File: src/design/lpc_pkg.sv
// Shared types, codes and helpers for the link provisioning controller.
package lpc_pkg;

    localparam int unsigned EventWidth  = 4;
    localparam int unsigned ActionWidth = 8;
    localparam int unsigned StateWidth  = 4;
    localparam int unsigned CountWidth  = 8;

    localparam logic [CountWidth-1:0] RetryCountMax    = 8'hFF;
    localparam logic [CountWidth-1:0] MaxRetriesReset  = 8'd5;

    // Action mask bits.
    localparam logic [ActionWidth-1:0] ACT_NONE     = 8'h00;
    localparam logic [ActionWidth-1:0] ACT_CONNECT  = 8'h01;
    localparam logic [ActionWidth-1:0] ACT_OPEN     = 8'h02;
    localparam logic [ActionWidth-1:0] ACT_CLOSE    = 8'h04;
    localparam logic [ActionWidth-1:0] ACT_ONLINE   = 8'h08;
    localparam logic [ActionWidth-1:0] ACT_RESTORE  = 8'h10;
    localparam logic [ActionWidth-1:0] ACT_PERSIST  = 8'h20;
    localparam logic [ActionWidth-1:0] ACT_VERIFY   = 8'h40;
    localparam logic [ActionWidth-1:0] ACT_ROLLBACK = 8'h80;

    typedef enum logic [EventWidth-1:0] {
        EV_BOOT_SAVED   = 4'd0,
        EV_BOOT_NOSAVED = 4'd1,
        EV_GOT_IP       = 4'd2,
        EV_DISCONNECTED = 4'd3,
        EV_RETRY        = 4'd4,
        EV_RECONFIGURE  = 4'd5,
        EV_SUBMITTED    = 4'd6,
        EV_PROV_FAIL    = 4'd7,
        EV_CAND_IP      = 4'd8,
        EV_COMMIT_OK    = 4'd9,
        EV_COMMIT_FAIL  = 4'd10,
        EV_VERIFY_IP    = 4'd11,
        EV_VERIFY_FAIL  = 4'd12,
        EV_RB_OK        = 4'd13,
        EV_RB_FAIL      = 4'd14,
        EV_ABORTED      = 4'd15
    } t_event;

    typedef enum logic [9:0] {
        ST_BOOT       = 10'b00_0000_0001,
        ST_CONN_SAVED = 10'b00_0000_0010,
        ST_SAVED_FAIL = 10'b00_0000_0100,
        ST_PROV       = 10'b00_0000_1000,
        ST_CONN_CAND  = 10'b00_0001_0000,
        ST_PERSIST    = 10'b00_0010_0000,
        ST_VERIFY     = 10'b00_0100_0000,
        ST_ROLLBACK   = 10'b00_1000_0000,
        ST_CAND_FAIL  = 10'b01_0000_0000,
        ST_ONLINE     = 10'b10_0000_0000
    } t_link_state;

    typedef struct packed {
        t_link_state           link_state;
        logic                  saved;
        logic                  candidate;
        logic [CountWidth-1:0] retries;
    } t_lpc_status;

    // Binary state number as reported on the result channel.
    function automatic logic [StateWidth-1:0] state_number(input t_link_state st);
        logic [StateWidth-1:0] num;
        case (st)
            ST_BOOT:       num = 4'd0;
            ST_CONN_SAVED: num = 4'd1;
            ST_SAVED_FAIL: num = 4'd2;
            ST_PROV:       num = 4'd3;
            ST_CONN_CAND:  num = 4'd4;
            ST_PERSIST:    num = 4'd5;
            ST_VERIFY:     num = 4'd6;
            ST_ROLLBACK:   num = 4'd7;
            ST_CAND_FAIL:  num = 4'd8;
            ST_ONLINE:     num = 4'd9;
            default:       num = 4'd0;
        endcase
        return num;
    endfunction

endpackage

File: src/design/lpc_next_state.sv
// Next-status and action decode for one event.
module lpc_next_state (
    input  lpc_pkg::t_lpc_status            i_status,
    input  lpc_pkg::t_event                 i_event,
    input  logic [lpc_pkg::CountWidth-1:0]  i_max_retries,
    output lpc_pkg::t_lpc_status            o_status,
    output logic [lpc_pkg::ActionWidth-1:0] o_action
);
    import lpc_pkg::*;

    logic [CountWidth-1:0] bumped;
    logic                  keep_trying;

    // A disconnect counts once, saturating; attempts continue below the limit.
    assign bumped      = (i_status.retries != RetryCountMax) ?
                         i_status.retries + 8'd1 : i_status.retries;
    assign keep_trying = bumped < i_max_retries;

    always_comb begin
        o_status = i_status;
        o_action = ACT_NONE;
        case (i_status.link_state)
            ST_BOOT: begin
                if (i_event == EV_BOOT_SAVED) begin
                    o_status.saved      = 1'b1;
                    o_status.retries    = '0;
                    o_status.link_state = ST_CONN_SAVED;
                    o_action            = ACT_CONNECT;
                end else if (i_event == EV_BOOT_NOSAVED) begin
                    o_status.saved      = 1'b0;
                    o_status.link_state = ST_PROV;
                    o_action            = ACT_OPEN;
                end
            end
            ST_CONN_SAVED: begin
                if (i_event == EV_GOT_IP) begin
                    o_status.retries    = '0;
                    o_status.link_state = ST_ONLINE;
                    o_action            = ACT_CLOSE | ACT_ONLINE;
                end else if (i_event == EV_DISCONNECTED) begin
                    o_status.retries = bumped;
                    if (keep_trying) begin
                        o_action = ACT_CONNECT;
                    end else begin
                        o_status.link_state = ST_PROV;
                        o_action            = ACT_OPEN;
                    end
                end
            end
            ST_SAVED_FAIL: begin
                if (i_event == EV_RETRY) begin
                    o_status.retries    = '0;
                    o_status.link_state = ST_CONN_SAVED;
                    o_action            = ACT_CONNECT;
                end else if (i_event == EV_RECONFIGURE) begin
                    o_status.link_state = ST_PROV;
                    o_action            = ACT_OPEN;
                end
            end
            ST_PROV: begin
                if (i_event == EV_SUBMITTED) begin
                    o_status.candidate  = 1'b1;
                    o_status.retries    = '0;
                    o_status.link_state = ST_CONN_CAND;
                    o_action            = ACT_CONNECT;
                end else if (i_event == EV_PROV_FAIL && i_status.saved) begin
                    o_status.link_state = ST_ONLINE;
                    o_action            = ACT_CLOSE | ACT_ONLINE;
                end
            end
            ST_CONN_CAND: begin
                if (i_event == EV_CAND_IP || i_event == EV_GOT_IP) begin
                    o_status.link_state = ST_PERSIST;
                    o_action            = ACT_PERSIST;
                end else if (i_event == EV_DISCONNECTED) begin
                    o_status.retries = bumped;
                    if (keep_trying) begin
                        o_action = ACT_CONNECT;
                    end else begin
                        o_status.candidate = 1'b0;
                        if (i_status.saved) begin
                            o_status.link_state = ST_CONN_SAVED;
                            o_action            = ACT_RESTORE | ACT_CONNECT;
                        end else begin
                            o_status.link_state = ST_PROV;
                            o_action            = ACT_OPEN;
                        end
                    end
                end
            end
            ST_PERSIST: begin
                if (i_event == EV_COMMIT_OK) begin
                    o_status.link_state = ST_VERIFY;
                    o_action            = ACT_VERIFY;
                end else if (i_event == EV_COMMIT_FAIL) begin
                    o_status.link_state = ST_ROLLBACK;
                    o_action            = ACT_ROLLBACK;
                end
            end
            ST_VERIFY: begin
                if (i_event == EV_VERIFY_IP) begin
                    o_status.candidate  = 1'b0;
                    o_status.saved      = 1'b1;
                    o_status.retries    = '0;
                    o_status.link_state = ST_ONLINE;
                    o_action            = ACT_CLOSE | ACT_ONLINE;
                end else if (i_event == EV_DISCONNECTED || i_event == EV_VERIFY_FAIL) begin
                    o_status.link_state = ST_ROLLBACK;
                    o_action            = ACT_ROLLBACK;
                end
            end
            ST_ROLLBACK: begin
                if (i_event == EV_RB_OK) begin
                    o_status.candidate = 1'b0;
                    if (i_status.saved) begin
                        o_status.link_state = ST_CONN_SAVED;
                        o_action            = ACT_CONNECT;
                    end else begin
                        o_status.link_state = ST_PROV;
                        o_action            = ACT_OPEN;
                    end
                end else if (i_event == EV_RB_FAIL) begin
                    o_status.candidate  = 1'b0;
                    o_status.saved      = 1'b0;
                    o_status.link_state = ST_PROV;
                    o_action            = ACT_OPEN;
                end
            end
            ST_CAND_FAIL: begin
                if (i_event == EV_RETRY) begin
                    o_status.retries    = '0;
                    o_status.link_state = ST_CONN_CAND;
                    o_action            = ACT_CONNECT;
                end else if (i_event == EV_RECONFIGURE) begin
                    o_status.candidate  = 1'b0;
                    o_status.link_state = ST_PROV;
                    o_action            = i_status.saved ? (ACT_OPEN | ACT_RESTORE) : ACT_OPEN;
                end else if (i_event == EV_ABORTED) begin
                    o_status.candidate = 1'b0;
                    if (i_status.saved) begin
                        o_status.link_state = ST_CONN_SAVED;
                        o_action            = ACT_RESTORE | ACT_CONNECT;
                    end else begin
                        o_status.link_state = ST_PROV;
                        o_action            = ACT_OPEN;
                    end
                end
            end
            ST_ONLINE: begin
                if (i_event == EV_DISCONNECTED) begin
                    o_status.retries    = '0;
                    o_status.link_state = ST_CONN_SAVED;
                    o_action            = ACT_CONNECT;
                end else if (i_event == EV_RECONFIGURE) begin
                    o_status.link_state = ST_PROV;
                    o_action            = ACT_OPEN;
                end
            end
            default: begin
                o_status = i_status;
                o_action = ACT_NONE;
            end
        endcase
    end

endmodule

File: src/design/link_provisioning_controller.sv
// Link provisioning controller: connection and provisioning state machine, one event per transaction.
// The result of an accepted event is registered and appears on the outputs in the cycle after acceptance.
// Throughput: one event per cycle while not stalled; the status register and the next-status decode form the only loop.
// The input stalls only while a held result is itself stalled on the output side.
// Synchronous active-low reset returns to boot, clears counts and flags, sets max_retries to 5.
module link_provisioning_controller (
    input  logic                                i_clk,
    input  logic                                i_rst_n,
    input  logic                                i_cfg_wr_en,
    input  logic [lpc_pkg::CountWidth-1:0]      i_cfg_wr_data,
    input  logic                                i_valid,
    output logic                                o_stall,
    input  logic [lpc_pkg::EventWidth-1:0]      i_event_code,
    output logic                                o_valid,
    input  logic                                i_stall,
    output logic [lpc_pkg::ActionWidth-1:0]     o_action_mask,
    output logic [lpc_pkg::StateWidth-1:0]      o_state_now,
    output logic                                o_saved_present,
    output logic                                o_candidate_busy,
    output logic [lpc_pkg::CountWidth-1:0]      o_retries_seen
);
    import lpc_pkg::*;

    logic [CountWidth-1:0]  r_max_retries;
    t_lpc_status            r_status;
    t_lpc_status            n_status;
    logic [ActionWidth-1:0] n_action;
    logic                   r_out_valid;
    logic [ActionWidth-1:0] r_action;
    logic [StateWidth-1:0]  r_state_num;
    logic                   r_saved;
    logic                   r_candidate;
    logic [CountWidth-1:0]  r_retries;
    logic                   accept;

    assign o_stall = r_out_valid && i_stall;
    assign accept  = i_valid && !o_stall;

    lpc_next_state u_next_state (
        .i_status      (r_status),
        .i_event       (t_event'(i_event_code)),
        .i_max_retries (r_max_retries),
        .o_status      (n_status),
        .o_action      (n_action)
    );

    always_ff @(posedge i_clk) begin
        if (!i_rst_n) begin
            r_max_retries <= MaxRetriesReset;
        end else if (i_cfg_wr_en) begin
            r_max_retries <= i_cfg_wr_data;
        end
    end

    always_ff @(posedge i_clk) begin
        if (!i_rst_n) begin
            r_status.link_state <= ST_BOOT;
            r_status.saved      <= 1'b0;
            r_status.candidate  <= 1'b0;
            r_status.retries    <= '0;
        end else if (accept) begin
            r_status <= n_status;
        end
    end

    always_ff @(posedge i_clk) begin
        if (!i_rst_n) begin
            r_out_valid <= 1'b0;
        end else if (accept) begin
            r_out_valid <= 1'b1;
        end else if (!i_stall) begin
            r_out_valid <= 1'b0;
        end
    end

    always_ff @(posedge i_clk) begin
        if (accept) begin
            r_action    <= n_action;
            r_state_num <= state_number(n_status.link_state);
            r_saved     <= n_status.saved;
            r_candidate <= n_status.candidate;
            r_retries   <= n_status.retries;
        end
    end

    assign o_valid          = r_out_valid;
    assign o_action_mask    = r_action;
    assign o_state_now      = r_state_num;
    assign o_saved_present  = r_saved;
    assign o_candidate_busy = r_candidate;
    assign o_retries_seen   = r_retries;

`ifndef NO_ASSERTIONS
    // Every accepted event leaves a result waiting on the next cycle.
    a_result_follows: assert property (@(posedge i_clk) disable iff (!i_rst_n)
        accept |=> o_valid)
        else $error("accepted transaction produced no result");

    // A result the output side stalls keeps its state number and retry count.
    a_result_held: assert property (@(posedge i_clk) disable iff (!i_rst_n)
        (o_valid && i_stall) |=> ($stable(o_state_now) && $stable(o_retries_seen)))
        else $error("stalled result changed");

    // A candidate is never still marked busy once the link is online.
    a_online_no_candidate: assert property (@(posedge i_clk) disable iff (!i_rst_n)
        (r_status.link_state == ST_ONLINE) |-> !r_status.candidate)
        else $error("candidate flag set while online");

    // The status moves only on an accepted transaction.
    a_status_only_on_accept: assert property (@(posedge i_clk) disable iff (!i_rst_n)
        !accept |=> $stable(r_status))
        else $error("status changed without a transaction");
`endif

endmodule
File: config.mk
export PLATFORM = sky130hd
export DESIGN_NAME = link_provisioning_controller
export DESIGN_NICKNAME = d
export VERILOG_FILES = /design/src/design/lpc_pkg.sv /design/src/design/lpc_next_state.sv /design/src/design/link_provisioning_controller.sv
export SDC_FILE = /design/constraint.sdc
export NUM_CORES = 1
export LEC_CHECK = 0
export BUFFER_PORTS_ARGS = -buffer_cell sky130_fd_sc_hd__clkbuf_2
export CAP_MARGIN = 25
export CORE_MARGIN = 8
export CORE_UTILIZATION = 45
export DETAILED_ROUTE_END_ITERATION = 6
export PLACE_DENSITY_LB_ADDON = 0.12
export RECOVER_POWER = 50
export SYNTH_ARGS = -nofsm -noshare
export SYNTH_HDL_FRONTEND = slang
export SYNTH_SLANG_ARGS = --single-unit
File: constraint.sdc
create_clock -name i_clk -period 6.5 [get_ports i_clk]
set_input_delay 0.325 -clock i_clk [delete_from_list [all_inputs] [get_ports i_clk]]
set_output_delay 0.325 -clock i_clk [all_outputs]
set_load 0.01 [all_outputs]
======== Word-level counts from Yosys, hierarchy flattened ========
Index checks and enable logic that the tools add are counted.
word-level totals
  output and inout bits ................... 24
  logic and storage cells ................. 129
  flip-flop bits (word level) ............. 51
  input port bits ......................... 17
operators by class
  equal/unequal tests ..................... 36
  order comparisons ....................... 1
  reduce and logical (&&, ||, !) cells .... 8
  $add $sub $neg .......................... 1
  muxes and demuxes ....................... 72
operator list
  cell                                                  count
  2-to-1 mux 10 bit                                     20
  2-to-1 mux 8 bit                                      18
  one-hot mux 10 bit (10 select lines)                  1
  one-hot mux 8 bit (10 select lines)                   1
  one-hot mux 8 bit (7 select lines)                    1
  one-hot mux 4 bit (9 select lines)                    1
  equality test 4 bit, second input constant            8
  2-to-1 mux 9 bit                                      3
  2-to-1 mux 11 bit                                     2
  equality test 10 bit, second input constant           2
  equality test 10 x 2 -> 1 bit, second input constant  2
  equality test 10 x 3 -> 1 bit, second input constant  2
  equality test 10 x 4 -> 1 bit, second input constant  2
  equality test 10 x 5 -> 1 bit, second input constant  2
  equality test 10 x 6 -> 1 bit, second input constant  2
  equality test 10 x 7 -> 1 bit, second input constant  2
  equality test 10 x 8 -> 1 bit, second input constant  2
  equality test 10 x 9 -> 1 bit, second input constant  2
  equality test 4 x 3 -> 1 bit, second input constant   4
  2-to-1 mux 2 bit                                      8
  2-to-1 mux 5 bit                                      3
  2-to-1 mux 12 bit                                     1
  2-to-1 mux 4 bit                                      3
  equality test 10 x 1 -> 1 bit, second input constant  1
  14 further kinds                                      25

======== Longest topological paths before layout ========
  depth in word-level cells ............... 9
  depth in mapped cells ................... 16
  gate-level depth less buffers ........... 16

======== Hierarchy ========
A second synthesis with hierarchy kept.
second synthesis, totals
  cells, all modules ...................... 499
  area total of the unflattened synthesis .. 4,036.4 um^2
modules (own cells, without submodules)
  module                        sequential area each (um^2)  cells an instance  instances  area an instance (um^2)
  lpc_next_state                0.0                          331                1          2,139.6
  link_provisioning_controller  1,241.2                      168                1          1,896.8

======== Worst setup path after synthesis ========
Ideal clock, no wire load.
  path type ............................... register to register
  from .................................... register r_status[0] (netlist bit)
  to ...................................... register r_state_num[3], in the netlist o_state_now[3] (data pin)
  setup time .............................. 0.168 ns
  path buffers ............................ 1
  stages on the path, launching flop included .. 16
  clock period less this slack ............ 3.773 ns
  setup slack ............................. 2.727 ns
  arrival ................................. 3.605 ns
  path through ............................ dfxtp_1 -> ha_1 -> nand3_1 -> or2_2 -> clkbuf_1 -> mux2i_1 -> inv_1 -> ha_1 -> o21ai_0 -> a2111oi_0 -> nand4_1 -> nand2_1 -> nor2_1 -> o32a_4 -> nor4_4 -> nor4b_4
on the way
  longest elaborated chain between the ends .. 9
  elaborated cells between the ends (all ways) .. 21
  classes of those cells .................. add/sub (1); order compare (1); eq/ne (10); mux (9)
ends and longest elaborated chain
  what                                                          line                                        RTL
  from (decl)                                                   link_provisioning_controller.sv:25          t_lpc_status r_status;
  from (signal assigned)                                        link_provisioning_controller.sv:62          r_status <= n_status;
  adder 8 x 1 -> 8 bit / != test 8 bit (equally long branches)  lpc_next_state.sv:16, lpc_next_state.sv:15
  2-to-1 mux 8 bit (*)                                          lpc_next_state.sv:15                        assign bumped = (i_status.retries != RetryCountMax) ?
  less-than comparator 8 bit (*)                                lpc_next_state.sv:17                        assign keep_trying = bumped < i_max_retries;
  2-to-1 mux 10 bit (on tied branches)                          lpc_next_state.sv:77, lpc_next_state.sv:42
  2-to-1 mux 10 bit (on tied branches)                          lpc_next_state.sv:75, lpc_next_state.sv:40
  2-to-1 mux 10 bit (on tied branches)                          lpc_next_state.sv:72, lpc_next_state.sv:36
  one-hot mux 10 bit (10 select lines) (*)                      lpc_next_state.sv:22                        case (i_status.link_state)
  equality test 10 bit, or another cell as far along            lpc_pkg.sv:65                               case (st)
  one-hot mux 4 bit (9 select lines) (*)                        lpc_pkg.sv:65
  to (signal assigned)                                          link_provisioning_controller.sv:79          r_state_num <= state_number(n_status.link_state);
  to (decl)                                                     link_provisioning_controller.sv:30          logic [StateWidth-1:0] r_state_num;
Every way passes the cells marked *; elsewhere a longest branch is shown, timed or not.
A chain may end at the register's enable or synchronous reset.

======== Worst setup path after layout ========
  from .................................... register r_status[0] (netlist bit)
  to ...................................... register r_state_num[0], in the netlist o_state_now[0] (data pin)
The elaborated chain is that of the path after synthesis.

==> reports/results.txt <==
DP Area = 0.00398 sq mm
Setup TNS = 0 ns
Pwr Density = 197 mW/mm^2
Total die area = 0.0116 sq mm
Sequential Power Share = 45.6%
Post-CTS setup buffers = 0
Number of fillers in the final layout = 841
Hold Violations, Final = 0
Avg WL per Cell = 17.9 um
CP max FO = 8
Total Wirelength = 10,400 um
CP max stage delay = 0.58 ns
Max cap viols = 1
CORE AREA = 0.00822 sq mm
Die extent in y = 108 um
DRC Markers = 0
Clk sinks = 50
Post-DP HPWL = 7830 um
Vias in the first global route = 3,293
Sequence of cells on the critical path = ha_1, nand3_1, or2_2, mux2i_1, inv_1, ha_1, o21ai_0, a2111oi_0, nand4_1, nand2_1, nor2_1, o32a_4, nor4_4, nand4b_1, nand4_1
Final setup vio count = 0
CP Capture Type = flip-flop
CP Class = reg2reg
Critical path data arrival time = 4.45 ns
Status = finished with violations
H-Tree Depth = 2
Power after layout = 800 uW
Fin nets = 501
Worst-Margin Slew = 1.53 ns
Post-synth top area cell = edfxtp_1
Clock power share = 30.4%
Final instance area = 0.00406 sq mm
Via count = 3,522
Largest cells by area after synthesis = edfxtp_1 (17%), dfxtp_1 (15%), nand2_1 (6.2%), nor2_1 (3.7%), nand3_1 (3.3%)
Commonest non-fill, non-tap cell in the layout = nand2_1
Asr flop ratio synth = 0%
Largest net degree at the start of global routing = 33
GRT Total Usage = 18.4%
CTS resizes = 0
Synth Register Bits = 50
CP bufs+invs = 1
R2R Setup Slk = 2.24 ns
I/O pins = 41
Reg clk slew, reported paths = 0.12 ns
Overflow after GRT = 0
Synth Cell Area = 0.00380 sq mm
Switch Pwr = 265 uW
DR iter-0 viols = 371
Antenna viol nets, final = 0
Ant. Diodes = 0
Post-DR vias/cell = 6.05
Part of the cycle the worst path needs = 65.6%
Required time worst endpoint = 6.69 ns
CTS tree = done
Initial antenna violation count = 0
Rel. slew slack = -2.15%
Drt pass-1 iters = 6
Area Overhead vs Synth = 6.95%
Layout Utilization = 49.4%
Count of cell types in the netlist = 72
Seq/Total Area, Yosys = 31.9%
Die Width = 108 um
Logic pwr share = 24.0%
Syn_nets = 486
Final min period = 4.26 ns
Post-synth EDFFs = 21
Worst Clk Skew = 0.0166 ns
# hold bufs at CTS = 0
Slew Viols, Final = 33
Worst skew pair latency = 0.32 ns
First-pass GRT wire length = 17,200 um
Leakage = 1.59 nW
TritonCTS Buffers = 5
Starting Density = 46.2%
Commonest cells after routing, fill and taps aside = nand2_1 (63), nor2_1 (37), dfxtp_1 (29), clkbuf_1 (26), nand3_1 (25)
Mean Syn Cell Area = 8.24 sq um
Synth Flop Type = dfxtp_1
Failing checks = max-capacitance violations, max-slew violations
Critical path's slowest cell = a2111oi_0
Ys Warns = 0
Internal Power = 534 uW
Sw Share = 33.2%
Root Buffer = clkbuf_8
Row cnt = 33
Hold WS = 0.223 ns
Achievable Freq = 0.235 GHz
RSZ-0062 raised after global routing = no
Cell count after synthesis = 461
Critical Path Start Type = flip-flop
Peak supply drop = 0.107 mV
Share of layout cells above drive strength 1 = 10.1%
Worst hold path class = in2reg
GPL Wtd Cong = 0.924
Port Buffer Count = 40
CP top delay family = simple AND/OR/NAND/NOR gates
Top cell type's share of synthesized area = 16.6%
Longest Clk Path Bufs = 2
## final timing paths
path | depth (start not counted) | to | start
hold reg to reg | 2 | r_max_retries[2] | r_max_retries[2]
setup / recovery | 15 | o_state_now[0] | r_status[0]
setup reg to reg | 15 | o_state_now[0] | r_status[0]
hold / removal | 3 | r_max_retries[2] | i_cfg_wr_data[2]
## cell families (layout without fill, tap and decap cells)
kind of cell             count (synthesis)  count (layout)  synth area share, %
XOR/XNOR                                12              12                 2.77
flip-flops                              50              50                 31.9
AND/OR/NAND/NOR                        227             227                 34.1
adder cells (fa/ha/maj)                  8               8                 2.64
AO/OA/AOI/OAI                          102             102                 19.8
buffers and inverters                   51              67                 5.90
multiplexers                            11              11                 2.90
## state kept, by name, indices dropped and copies added, names as in the netlist
name,count
o_action_mask,7
o_candidate_busy,1
o_retries_seen,8
o_saved_present,1
o_state_now,4
o_valid,1
r_max_retries,8
r_status,20
## synthesized netlist by cell type (8+ instances only)
| library cell | count |
|---|---|
| a21oi_1 | 17 |
| buf_2 | 14 |
| clkbuf_1 | 16 |
| dfxtp_1 | 29 |
| edfxtp_1 | 21 |
| ha_1 | 8 |
| inv_1 | 18 |
| mux2i_1 | 11 |
| nand2_1 | 63 |
| nand2b_1 | 9 |
| nand3_1 | 25 |
| nand4_1 | 9 |
| nor2_1 | 37 |
| nor2b_1 | 9 |
| nor3_1 | 11 |
| nor3b_1 | 12 |
| o21ai_0 | 17 |
| o21ai_1 | 9 |
| or3_1 | 8 |
## cell type report
| type | instances | area, sq um | area share (%) |
|---|---|---|---|
| clock inverters | 3 | 47.5 | 1.17 |
| flip-flops and latches | 50 | 1210 | 29.8 |
| repair buffers | 41 | 173 | 4.25 |
| inverters | 18 | 67.6 | 1.66 |
| well taps | 105 | 131 | 3.23 |
| clock buffers | 5 | 68.8 | 1.69 |
| multi-input cells | 360 | 2360 | 58.2 |
## power by group through the flow
stage          clock network, mW  registers (mW)  logic [mW]
2_1_floorplan                  0           0.364       0.150
3_3_place_gp                   0           0.371       0.194
3_5_place_dp                   0           0.371       0.193
4_1_cts                    0.247           0.364       0.194
5_1_grt                    0.257           0.368       0.212
6_report                   0.243           0.364       0.192
## layer usage
| metal | track usage (%) | wire length [um] | share of wire, % |
|---|---|---|---|
| met1 | 26.2 | 4620 | 44 |
| met2 | 27.1 | 4470 | 43 |
| met3 | 3.59 | 1060 | 10 |
| met4 | 5.25 | 239 | 2.3 |
| met5 | 0 | 0 | 0 |
## worst min-delay path, cell delays in order
cell and delay (ns):
clkbuf_2 0.07, nand2_1 0.04, o211ai_1 0.06
## through the flow
| step | worst slack [ns] | instances |
|---|---|---|
| global placement | 2.52 | 574 |
| finish | 2.24 | 582 |
| detailed placement | 2.38 | 574 |
| global route | 1.94 | 582 |
| floorplan | 2.73 | 461 |
| CTS | 2.32 | 582 |
(Power assumes the default switching activity.)
